<file path="config.mk">
export PLATFORM = sky130hd
export DESIGN_NAME = akf_mac
export DESIGN_NICKNAME = d
export VERILOG_FILES = /design/src/design/akf_pkg.sv /design/src/design/akf_mac.sv
export SDC_FILE = /design/constraint.sdc
export NUM_CORES = 2
export LEC_CHECK = 0
export BUFFER_PORTS_ARGS = -buffer_cell sky130_fd_sc_hd__buf_4
export CAP_MARGIN = 20
export CORE_ASPECT_RATIO = 1.1
export CORE_MARGIN = 10
export CORE_UTILIZATION = 49
export DETAILED_ROUTE_END_ITERATION = 10
export PLACE_DENSITY = 0.68
export SLEW_MARGIN = 10
export SYNTH_ARGS = -nofsm -noshare
export SYNTH_HDL_FRONTEND = slang
export SYNTH_SLANG_ARGS = --single-unit
</file>
<file path="constraint.sdc">
create_clock -name clock -period 8.2 [get_ports clock]
set_clock_uncertainty 0.05 [all_clocks]
set_input_delay 0.41 -clock clock [delete_from_list [all_inputs] [get_ports clock]]
set_output_delay 0.41 -clock clock [all_outputs]
set_load 0.03 [all_outputs]
</file>
<file path="src/design/akf_pkg.sv">
// Shared types, register codes and saturation helpers for the angle Kalman filter.
package akf_pkg;

   localparam int WIDE_W    = 50;
   localparam int CSR_IDX_W = 2;
   localparam int NOISE_W   = 24;
   localparam int DIV_STEPS = 31;

   typedef logic signed [WIDE_W-1:0] wide_type;

   typedef enum logic [CSR_IDX_W-1:0] {
      REG_ANGLE_NOISE   = 2'd0,
      REG_BIAS_NOISE    = 2'd1,
      REG_MEASURE_NOISE = 2'd2
   } csr_reg_type;

   localparam logic [NOISE_W-1:0] ANGLE_NOISE_RST   = 24'd16777;
   localparam logic [NOISE_W-1:0] BIAS_NOISE_RST    = 24'd50332;
   localparam logic [NOISE_W-1:0] MEASURE_NOISE_RST = 24'd503316;

   localparam wide_type S32_MAX = 50'sd2147483647;
   localparam wide_type S32_MIN = -50'sd2147483648;
   localparam wide_type S40_MAX = 50'sd549755813887;
   localparam wide_type S40_MIN = -50'sd549755813888;

   // multiply-accumulate control, travels one stage with the product
   typedef struct packed {
      logic issue;
      logic clear;
      logic shift;
      logic rnd24;
   } mac_ctl_type;

   function automatic logic signed [31:0] sat32(input wide_type v);
      logic signed [31:0] r;
      if (v > S32_MAX) r = 32'sh7fffffff;
      else if (v < S32_MIN) r = 32'sh80000000;
      else r = v[31:0];
      return r;
   endfunction

   function automatic logic signed [39:0] sat40(input wide_type v);
      logic signed [39:0] r;
      if (v > S40_MAX) r = 40'sh7fffffffff;
      else if (v < S40_MIN) r = 40'sh8000000000;
      else r = v[39:0];
      return r;
   endfunction

endpackage

</file>
<file path="src/design/akf_mac.sv">
// Shared 33x33 signed multiplier with registered product and rounding accumulator.
module akf_mac
   import akf_pkg::*;
(
   input  logic                clock,
   input  logic                reset,
   input  mac_ctl_type         ctl,
   input  logic signed [32:0]  op_a,
   input  logic signed [32:0]  op_b,
   output logic signed [71:0]  acc
);

   logic signed [65:0] prod_ff, prod_in;
   mac_ctl_type        ctl_ff;
   logic signed [71:0] acc_ff, acc_in;
   logic signed [71:0] base;
   logic signed [71:0] addend;

   assign prod_in = op_a * op_b;

   always_comb begin
      // clearing loads half an LSB of the final shift
      base   = ctl_ff.clear ? (ctl_ff.rnd24 ? 72'sd8388608 : 72'sd32768) : acc_ff;
      addend = ctl_ff.shift ? (72'(prod_ff) <<< 24) : 72'(prod_ff);
      acc_in = ctl_ff.issue ? base + addend : acc_ff;
   end

   always_ff @(posedge clock) begin
      if (reset) begin
         ctl_ff <= '0;
      end else begin
         ctl_ff <= ctl;
      end
      prod_ff <= prod_in;
      acc_ff  <= acc_in;
   end

   assign acc = acc_ff;

endmodule

</file>
==> flow_summary.ini <==
[setup_path]
arrival_ns = 7.98
path_class = in -> reg
cpMostUsedCell = fa_1
cp_max_fo = 33
crit_slowest_cell = fa_1
slowest_delay_ns = 0.73
start_kind = input pin
endpoint_kind = flop
required_ns = 8.49

[sta]
slew_headroom_pct = 31.5
tightest_slew_ns = 1.03
finalCriticalPeriod_ns = 7.70
setup_tns_ns = 0
period_share_pct = 93.9
fmax_mhz = 130
grt_setup_unrepaired = no
finalMaxSlewViolations = 0
hold_viol = 0
setup_viol = 0

[route]
wl_met1_um = 51300
vias = 35100
wl_um = 132000
first_iter_violations = 2240
avgRoutedWirePerCell_um = 20.5
vias_per_cell = 5.44
routed.top_layer = met5
first_pass_iters = 6
met2_length_um = 67500
drc = 0
final_antenna_net_count = 0
wl_met3_um = 7530

[yosys]
async_flop_share_pct = 0
syn_area_sq_um = 48000
ys_seq_area_share_pct = 7.43
ys_ff_latch = 142
yosys_most_used_dff = edfxtp_1
synth_top_family_by_area = adder cells
synthAdderAreaFrac_pct = 55.4
synth_fp_nets = 6688
synth_edf_count = 72
yosys.area_share.simple_pct = 16.3
synth_xor_xnor_area_share_pct = 2.50
muxShareOfSynthArea_pct = 1.03
ys_types = 81
synthCells = 5182
synth_compound_area_share_pct = 6.28
syn_area_per_cell_sq_um = 9.25
yosys_warnings = 0

[cts]
cts_hold_buf = 0
cts_htree_levels = 4
path_clk_slew_ns = 0.06
clock_latency_ns = 0.44
clk_path_buf_depth = 2
cts_root_buf = clkbuf_16
cts.sinks = 142
cts_buffers = 17
cts_resized = 0
cts_tree = yes
cts_setup_buffers = 0

[placed_design]
gp_congestion = 0.924
port_buffers = 143
dp_hpwl_um = 107000

[floorplanning]
pin_count = 144
fp.dieH_um = 348
die_area_sq_um = 111000
num_rows = 120
start_util_pct = 49.3
dieWidth_um = 318
core_sq_um = 97300

[global_route]
antenna_found_initial = 6
gr-total-overflow = 0
grt_pass1_vias = 39500
grt_max_degree = 73
grt_pass1_wl_um = 216000
track_usage_pct = 24.5

[hold_path]
hp-class = in -> reg

[job]
drv_cap = 0

[final_layout]
layout.nets = 6660
drive_above_1_share_pct = 6.17
area_delta_synth_final_pct = 5.86

[outcome]
outcome = complete, no violations
kinds of logic (layout without fill, tap and decap cells):
| logic type | after synthesis | after routing |
|---|---|---|
| and+or+nand+nor | 1547 | 1547 |
| adders and majority gates | 1434 | 1434 |
| buffers and inverters | 1411 | 1396 |
| AOI/OAI and AO/OA | 467 | 467 |
| DFF | 142 | 142 |
| xor gates and xnor gates | 137 | 137 |
| muxes | 44 | 44 |
| other | 0 | 2 |
worst max-delay path: cells and delay by family:
kind | cells | cell delay, ns
fa+ha+maj | 9 | 4.53
simple gates | 5 | 1.14
compound gates | 4 | 1.01
buf+inv | 7 | 0.85
layout make-up:
class / instances / area (sq um)
antenna: 2 / 5.00
clock buffer: 18 / 439
clock inverter: 14 / 128
fill: 9056 / 46500
inverter: 1149 / 4310
multi-input combinational: 3629 / 39100
sequential: 142 / 3570
tap: 1281 / 1600
timing repair buffer: 215 / 1630
through the flow:
stage / cell area, sq um / cells / hold WS (ns) / setup WS [ns] / utilization, %
final: 50800 / 6450 / 0.101 / 0.503 / 52.2
after CTS: 50800 / 6448 / 0.0937 / 0.493 / 52.2
after floorplan: 48000 / 5182 / 0.432 / 0.190 / -
after detailed placement: 50200 / 6416 / 0.542 / 0.0541 / 51.6
after global placement: 50200 / 6416 / 0.541 / 0.215 / 51.6
after global routing: 50800 / 6448 / 0.104 / 0.0698 / 52.2
synth_stat cells, types with 11 or more instances:
| master | n | area, sq um |
|---|---|---|
| nand2b_1 | 19 | 119 |
| xor2_1 | 48 | 420 |
| nand2_1 | 618 | 2320 |
| a31oi_1 | 15 | 93.8 |
| and3_1 | 21 | 131 |
| inv_1 | 1147 | 4310 |
| fa_1 | 1146 | 22900 |
| nor2_1 | 108 | 405 |
| nor3_1 | 26 | 130 |
| edfxtp_1 | 72 | 2160 |
| dfxtp_1 | 70 | 1400 |
| a211oi_1 | 11 | 82.6 |
| o21bai_1 | 33 | 248 |
| o21ai_0 | 77 | 385 |
| o21ai_1 | 18 | 90.1 |
| nor2b_1 | 108 | 676 |
| nand4_1 | 35 | 219 |
| mux2_2 | 42 | 473 |
| xnor2_1 | 89 | 780 |
| nand3_1 | 24 | 120 |
| ha_1 | 288 | 3600 |
| o21a_1 | 14 | 105 |
| clkbuf_1 | 252 | 946 |
| a21o_1 | 67 | 503 |
| and2_1 | 560 | 3500 |
| a21oi_1 | 156 | 781 |
sequential cells by signal, summed over array words and instances (netlist names):
register / count
acc: 72
ctl_ff: 4
prod_ff: 66
cells in the final DEF, fill, tap and decap left out, types with 8 or more instances in the layout:
master,count
inv_1,1147
fa_1,1146
mux2_2,42
a211oi_1,11
o21bai_1,33
nor2b_1,108
dfxtp_1,67
a31oi_1,15
o211ai_1,8
nand2_1,618
o21a_1,14
nor3_1,26
a21oi_1,156
nand3_1,24
o21ai_0,77
and3_1,21
and2_1,560
clkbuf_16,17
nor2_1,108
edfxtp_1,72
nand2b_1,19
buf_4,214
a21o_1,67
o21ai_1,18
xnor2_1,89
nand4_1,35
nor4_1,8
ha_1,288
xor2_1,48
path summary, 6_finish.rpt:
check             startpoint     endpoint  depth (start not counted)  slack (ns)
setup / recovery    op_b[10]  prod_ff[63]                         25        0.50
hold / removal         reset    ctl_ff[3]                          2        0.10
setup reg to reg   ctl_ff[1]      acc[69]                         13        3.26
hold reg to reg   prod_ff[0]       acc[0]                          2        0.66
metal layers:
| metal | global-route usage (%) | vias to the layer above |
|---|---|---|
| met1 | 29.8 | 18100 |
| met2 | 43.9 | 1289 |
| li1 | - | 15300 |
| met3 | 3.04 | 324 |
| met4 | 9.56 | 2 |
| met5 | 0 | - |
Power is not shown: default switching activity piles up to over one toggle a cycle in this logic, so the estimate is an artifact.
