==> src/design/akf_pkg.sv <==
// Shared types, register codes and saturation helpers for the angle Kalman filter.
package akf_pkg;

   localparam int WIDE_W    = 50;
   localparam int CSR_IDX_W = 2;
   localparam int NOISE_W   = 24;
   localparam int DIV_STEPS = 31;

   typedef logic signed [WIDE_W-1:0] wide_type;

   typedef enum logic [CSR_IDX_W-1:0] {
      REG_ANGLE_NOISE   = 2'd0,
      REG_BIAS_NOISE    = 2'd1,
      REG_MEASURE_NOISE = 2'd2
   } csr_reg_type;

   localparam logic [NOISE_W-1:0] ANGLE_NOISE_RST   = 24'd16777;
   localparam logic [NOISE_W-1:0] BIAS_NOISE_RST    = 24'd50332;
   localparam logic [NOISE_W-1:0] MEASURE_NOISE_RST = 24'd503316;

   localparam wide_type S32_MAX = 50'sd2147483647;
   localparam wide_type S32_MIN = -50'sd2147483648;
   localparam wide_type S40_MAX = 50'sd549755813887;
   localparam wide_type S40_MIN = -50'sd549755813888;

   // multiply-accumulate control, travels one stage with the product
   typedef struct packed {
      logic issue;
      logic clear;
      logic shift;
      logic rnd24;
   } mac_ctl_type;

   function automatic logic signed [31:0] sat32(input wide_type v);
      logic signed [31:0] r;
      if (v > S32_MAX) r = 32'sh7fffffff;
      else if (v < S32_MIN) r = 32'sh80000000;
      else r = v[31:0];
      return r;
   endfunction

   function automatic logic signed [39:0] sat40(input wide_type v);
      logic signed [39:0] r;
      if (v > S40_MAX) r = 40'sh7fffffffff;
      else if (v < S40_MIN) r = 40'sh8000000000;
      else r = v[39:0];
      return r;
   endfunction

endpackage

==> src/design/akf_div.sv <==
// Restoring gain divider: sat32(num*2^24/den), 0 if den<1, one quotient bit per cycle.
module akf_div
   import akf_pkg::*;
(
   input  logic                clock,
   input  logic                reset,
   input  logic                start,
   input  logic signed [39:0]  num,
   input  logic signed [40:0]  den,
   output logic                busy,
   output logic                done,
   output logic signed [31:0]  quot
);

   typedef enum logic {D_IDLE, D_RUN} dstate_type;

   dstate_type         state_ff, state_in;
   logic [40:0]        rem_ff, rem_in;
   logic [30:0]        low_ff, low_in;
   logic [30:0]        q_ff, q_in;
   logic [4:0]         cnt_ff, cnt_in;
   logic               neg_ff, neg_in;
   logic [39:0]        den_ff, den_in;
   logic               done_ff, done_in;
   logic signed [31:0] quot_ff, quot_in;

   logic [39:0] mag;
   logic        ovf;
   logic [41:0] trial;
   logic [41:0] den_x;
   logic        qbit;

   always_comb begin
      mag   = num[39] ? 40'(-num) : 40'(num);
      ovf   = {7'b0, mag} >= {den[39:0], 7'b0};
      trial = {rem_ff, low_ff[30]};
      den_x = {2'b0, den_ff};
      qbit  = trial >= den_x;

      state_in = state_ff;
      rem_in   = rem_ff;
      low_in   = low_ff;
      q_in     = q_ff;
      cnt_in   = cnt_ff;
      neg_in   = neg_ff;
      den_in   = den_ff;
      done_in  = 1'b0;
      quot_in  = quot_ff;

      unique case (state_ff)
         D_IDLE: begin
            if (start) begin
               if (den <= 41'sd0) begin
                  quot_in = '0;
                  done_in = 1'b1;
               end else if (ovf) begin
                  quot_in = num[39] ? 32'sh80000000 : 32'sh7fffffff;
                  done_in = 1'b1;
               end else begin
                  // quotient fits 31 bits, so the top part is already below den
                  rem_in   = {8'b0, mag[39:7]};
                  low_in   = {mag[6:0], 24'b0};
                  q_in     = '0;
                  cnt_in   = '0;
                  neg_in   = num[39];
                  den_in   = den[39:0];
                  state_in = D_RUN;
               end
            end
         end
         D_RUN: begin
            rem_in = qbit ? 41'(trial - den_x) : trial[40:0];
            low_in = {low_ff[29:0], 1'b0};
            q_in   = {q_ff[29:0], qbit};
            cnt_in = cnt_ff + 5'd1;
            if (cnt_ff == 5'(DIV_STEPS - 1)) begin
               quot_in  = neg_ff ? -$signed({1'b0, q_in}) : $signed({1'b0, q_in});
               done_in  = 1'b1;
               state_in = D_IDLE;
            end
         end
         default: state_in = D_IDLE;
      endcase
   end

   always_ff @(posedge clock) begin
      if (reset) begin
         state_ff <= D_IDLE;
         done_ff  <= 1'b0;
      end else begin
         state_ff <= state_in;
         done_ff  <= done_in;
      end
      rem_ff  <= rem_in;
      low_ff  <= low_in;
      q_ff    <= q_in;
      cnt_ff  <= cnt_in;
      neg_ff  <= neg_in;
      den_ff  <= den_in;
      quot_ff <= quot_in;
   end

   assign busy = (state_ff == D_RUN);
   assign done = done_ff;
   assign quot = quot_ff;

endmodule

==> config.mk <==
export PLATFORM = sky130hd
export DESIGN_NAME = akf_div
export DESIGN_NICKNAME = d
export VERILOG_FILES = /design/src/design/akf_pkg.sv /design/src/design/akf_div.sv
export SDC_FILE = /design/constraint.sdc
export NUM_CORES = 1
export LEC_CHECK = 0
export BUFFER_PORTS_ARGS = -buffer_cell sky130_fd_sc_hd__buf_4
export CAP_MARGIN = 25
export CORE_UTILIZATION = 55
export DETAILED_ROUTE_END_ITERATION = 8
export GPL_ROUTABILITY_DRIVEN = 0
export HOLD_SLACK_MARGIN = 0.06
export PLACE_DENSITY = 0.74
export SYNTH_ARGS = -nofsm -noshare
export SYNTH_HDL_FRONTEND = slang
export SYNTH_SLANG_ARGS = --single-unit
==> constraint.sdc <==
create_clock -name clock -period 12.1 [get_ports clock]
set_input_delay 1.815 -clock clock [delete_from_list [all_inputs] [get_ports clock]]
set_output_delay 1.815 -clock clock [all_outputs]
set_load 0.005 [all_outputs]
==> metrics.csv <==
stage,metric,value,unit
outcome,status,"complete, no violations",
drt,avgViaCountPerCell,6.09,
synth,synth_top_area_share,42.0,%
job,cap_violations,0,
synth,synthFlopType,edfxtp_1,
sta,max_clock_freq,0.149,GHz
power,p_comb_share,25.0,%
clock_network,ctsResizeCount,0,
cells_and_area,diodes,0,
sta,setup_viol,0,
placement,io_buffers,117,
floorplanning,coreArea,0.0197,mm^2
grt,overflow,0,
drt,drc,0,
critical_path,critPathCaptureType,flop,
sta,fin_crit_sh,55.3,%
drt,wl,28200,um
cells_and_area,drive_gt1_share,14.9,%
synth,yosys.cell_types.count,83,
floorplanning,die_x,144,um
critical_path,criticalPathCategory,primary input to flop,
drt,drt_pass1_iterations,5,
grt,grt_pass1_wl,45300,um
power,switchingPower,0.529,mW
clock_network,ctsHoldBuffers,0,
critical_path,crit_required,12.19,ns
power,pwr-share-seq,40.8,%
synth,syn_area,0.0111,mm^2
clock_network,clkLatencyLatePin,0.43,ns
sta,finalSetupTns,0,ns
critical_path,critical_path.startpoint,num[0],
drt,drtAntennaViolNets,0,
cells_and_area,fillers,1620,
clock_network,clockBufferDepth,2,
sta,rsz0062_at_grt,false,
critical_path,cp.arrival,6.79,ns
hold_path,min_path_type,flop to flop,
clock_network,post_cts_buffers,0,
critical_path,cp-start-kind,primary input,
drt,routedWlPerCell,18.4,um
hold_path,min_from,low_ff[26],
sta,final.setup_skew,0.00795,ns
synth,synthCells,1164,
synth,ys_warn_count,0,
clock_network,cts-buffers-inserted,17,
critical_path,crit_path_max_fanout,26,
sta,fin_crit,6.70,ns
synth,synth_common_cells,"156 x edfxtp_1, 113 x nand2_1, 98 x inv_1",
synth,syn_nets,1327,
cells_and_area,fin_nets,1421,
synth,synth.area.top_cells,"edfxtp_1 42%, ha_1 8.8%, xnor2_1 4.2%",
clock_network,htree_levels,4,
grt,grt.total_usage,28.3,%
sta,worstMarginPinSlew,0.898,ns
power,ir_worst_vdd,0.102,mV
power,p_sw_share,31.6,%
synth,ys_ff_latch,158,
clock_network,clkSlewWorstSetupHoldPaths,0.07,ns
power,p_leak,5.31,nW
cells_and_area,areaGrowthSynthToFinish,15.8,%
sta,relSlewSlack,40.0,%
floorplanning,start_util,56.7,%
power,p_int,1.14,mW
synth,synth-seq-area-share,42.4,%
synth,synth_edf_count,156,
grt,antenna_found_initial,0,
sta,fin_ws,5.40,ns
placement,place.detailed.hpwl,20500,um
power,power_frac_clock,34.2,%
drt,drtIter0Drc,716,
clock_network,clock_sinks,158,
synth,async_flop_share,0,%
placement,place_ws,4.97,ns
drt,num_vias,9354,
floorplanning,fp.dieH,144,um
critical_path,r2r_start,rem_ff[10],
floorplanning,io_pins,118,
grt,grt_pass1_vias,9008,
synth,synth.avg_cell_area,9.57,um^2
cells_and_area,seqCellArea,0.00473,mm^2
floorplanning,dieArea,0.0208,mm^2
floorplanning,num_rows,51,
sta,hold_viol_final,0,
cells_and_area,multi_input_area,0.00585,mm^2
power,p_per_area,130,mW/mm^2
synth,synth_area_leader_cell,edfxtp_1,
clock_network,cts_root_buf,clkbuf_16,
synth,synth_most_common_cell,edfxtp_1,
sta,slew_viol_final,0,
grt,grt_max_degree,78,
clock_network,tritoncts,yes,
-- critical path: stages --
cell and delay [ns]:
buf_4 0.12, inv_1 0.09, ha_1 0.25, or4b_1 0.56
nor4_4 0.29, nand4_1 0.20, or2_1 0.29, o21ai_0 0.19
xnor2_1 0.17, ha_1 0.27, nand4_1 0.09, nor2_1 0.09
and3_1 0.16, a221oi_1 0.27, o21ai_0 0.15, o31ai_1 0.52
nand2_1 0.29, nor2_4 0.48, buf_4 0.46
-- metal layers --
layer / wire length, um / GRT usage [%] / share of wire [%] / up-vias
met5: 0 / 0 / 0 / -
met1: 12300 / 37.2 / 43 / 4441
li1: - / - / - / 4474
met3: 1900 / 4.97 / 6.7 / 58
met4: 781 / 11.2 / 2.8 / 0
met2: 13300 / 46.2 / 47 / 381
-- worst paths after layout --
path | endpoint | slack, ns | depth (start not counted)
setup / recovery | den_ff[37] | 5.40 | 19
hold / removal | low_ff[27] | 0.55 | 1
setup reg to reg | quot[26] | 6.10 | 18
hold reg to reg | low_ff[27] | 0.55 | 1
-- cell families (layout without fill, tap and decap cells) --
kind of cell,count (synthesis),after routing,share of synthesized area (%)
compound gates,293,293,17.6
mux,10,10,0.954
fa+ha+maj,79,79,8.94
xor+xnor,92,92,7.23
simple gates,381,381,17.5
buf+inv,151,258,5.38
flops,158,158,42.4
-- flip-flops by register name, summed over array words and instances (netlist names) --
name	cells
q_ff	30
busy	1
done	1
rem_ff	41
neg_ff	1
cnt_ff	5
quot	32
low_ff	7
den_ff	40
-- power groups by stage --
stage / logic (mW) / registers (mW) / clock network [mW]
after floorplan: 0.289 / 0.689 / 0
after global placement: 0.398 / 0.696 / 0
after detailed placement: 0.407 / 0.696 / 0
after CTS: 0.411 / 0.684 / 0.576
after global routing: 0.464 / 0.689 / 0.593
final: 0.418 / 0.683 / 0.572
-- per-stage QoR --
step | hold WS (ns) | power (mW) | utilization [%] | std cells | instance area [um^2]
floorplan | 0.500 | 0.978 | - | 1164 | 11100
global placement | 0.514 | 1.09 | 62.1 | 1501 | 12200
detailed placement | 0.530 | 1.10 | 62.2 | 1502 | 12200
CTS | 0.548 | 1.67 | 65.4 | 1534 | 12900
global route | 0.578 | 1.75 | 65.6 | 1536 | 12900
finish | 0.547 | 1.67 | 65.6 | 1536 | 12900
-- final cells by class --
| type | instances | share of cell area (%) |
|---|---|---|
| repair buffers | 126 | 7.74 |
| multi-input cells | 855 | 45.3 |
| clock buffers | 17 | 3.30 |
| flip-flops and latches | 158 | 36.7 |
| well taps | 265 | 2.57 |
| clock inverters | 15 | 1.50 |
| inverters | 100 | 2.91 |
-- cells in the final DEF (no fill, tap or decap), types with 3 or more instances in the layout --
cell type / Yosys / routed
mux2_2: 4 / 4
edfxtp_1: 156 / 156
or4_4: 5 / 5
nand2b_1: 12 / 12
o2111ai_1: 5 / 5
inv_6: 0 / 4
nor2_1: 80 / 79
a2111o_1: 3 / 3
o21ai_0: 70 / 70
or3_1: 17 / 17
a21o_1: 33 / 33
nand2_1: 113 / 112
nand3_1: 32 / 32
or2_1: 3 / 3
nor3_1: 24 / 24
nand4_1: 12 / 12
nor4_1: 15 / 15
inv_1: 98 / 98
a221oi_1: 5 / 5
and3_1: 7 / 7
o41ai_1: 12 / 12
o21ai_1: 3 / 3
inv_8: 0 / 4
a31oi_1: 31 / 31
xnor2_1: 54 / 54
o31ai_1: 23 / 23
buf_4: 1 / 123
mux2i_1: 5 / 5
or4_1: 5 / 5
xor2_1: 38 / 38
a21oi_1: 51 / 50
nor2b_1: 8 / 8
o21a_1: 7 / 7
a211oi_1: 4 / 4
and2_1: 26 / 26
ha_1: 78 / 78
clkbuf_16: 0 / 17
o211ai_1: 9 / 9
Power figures use the tool's default switching activity.
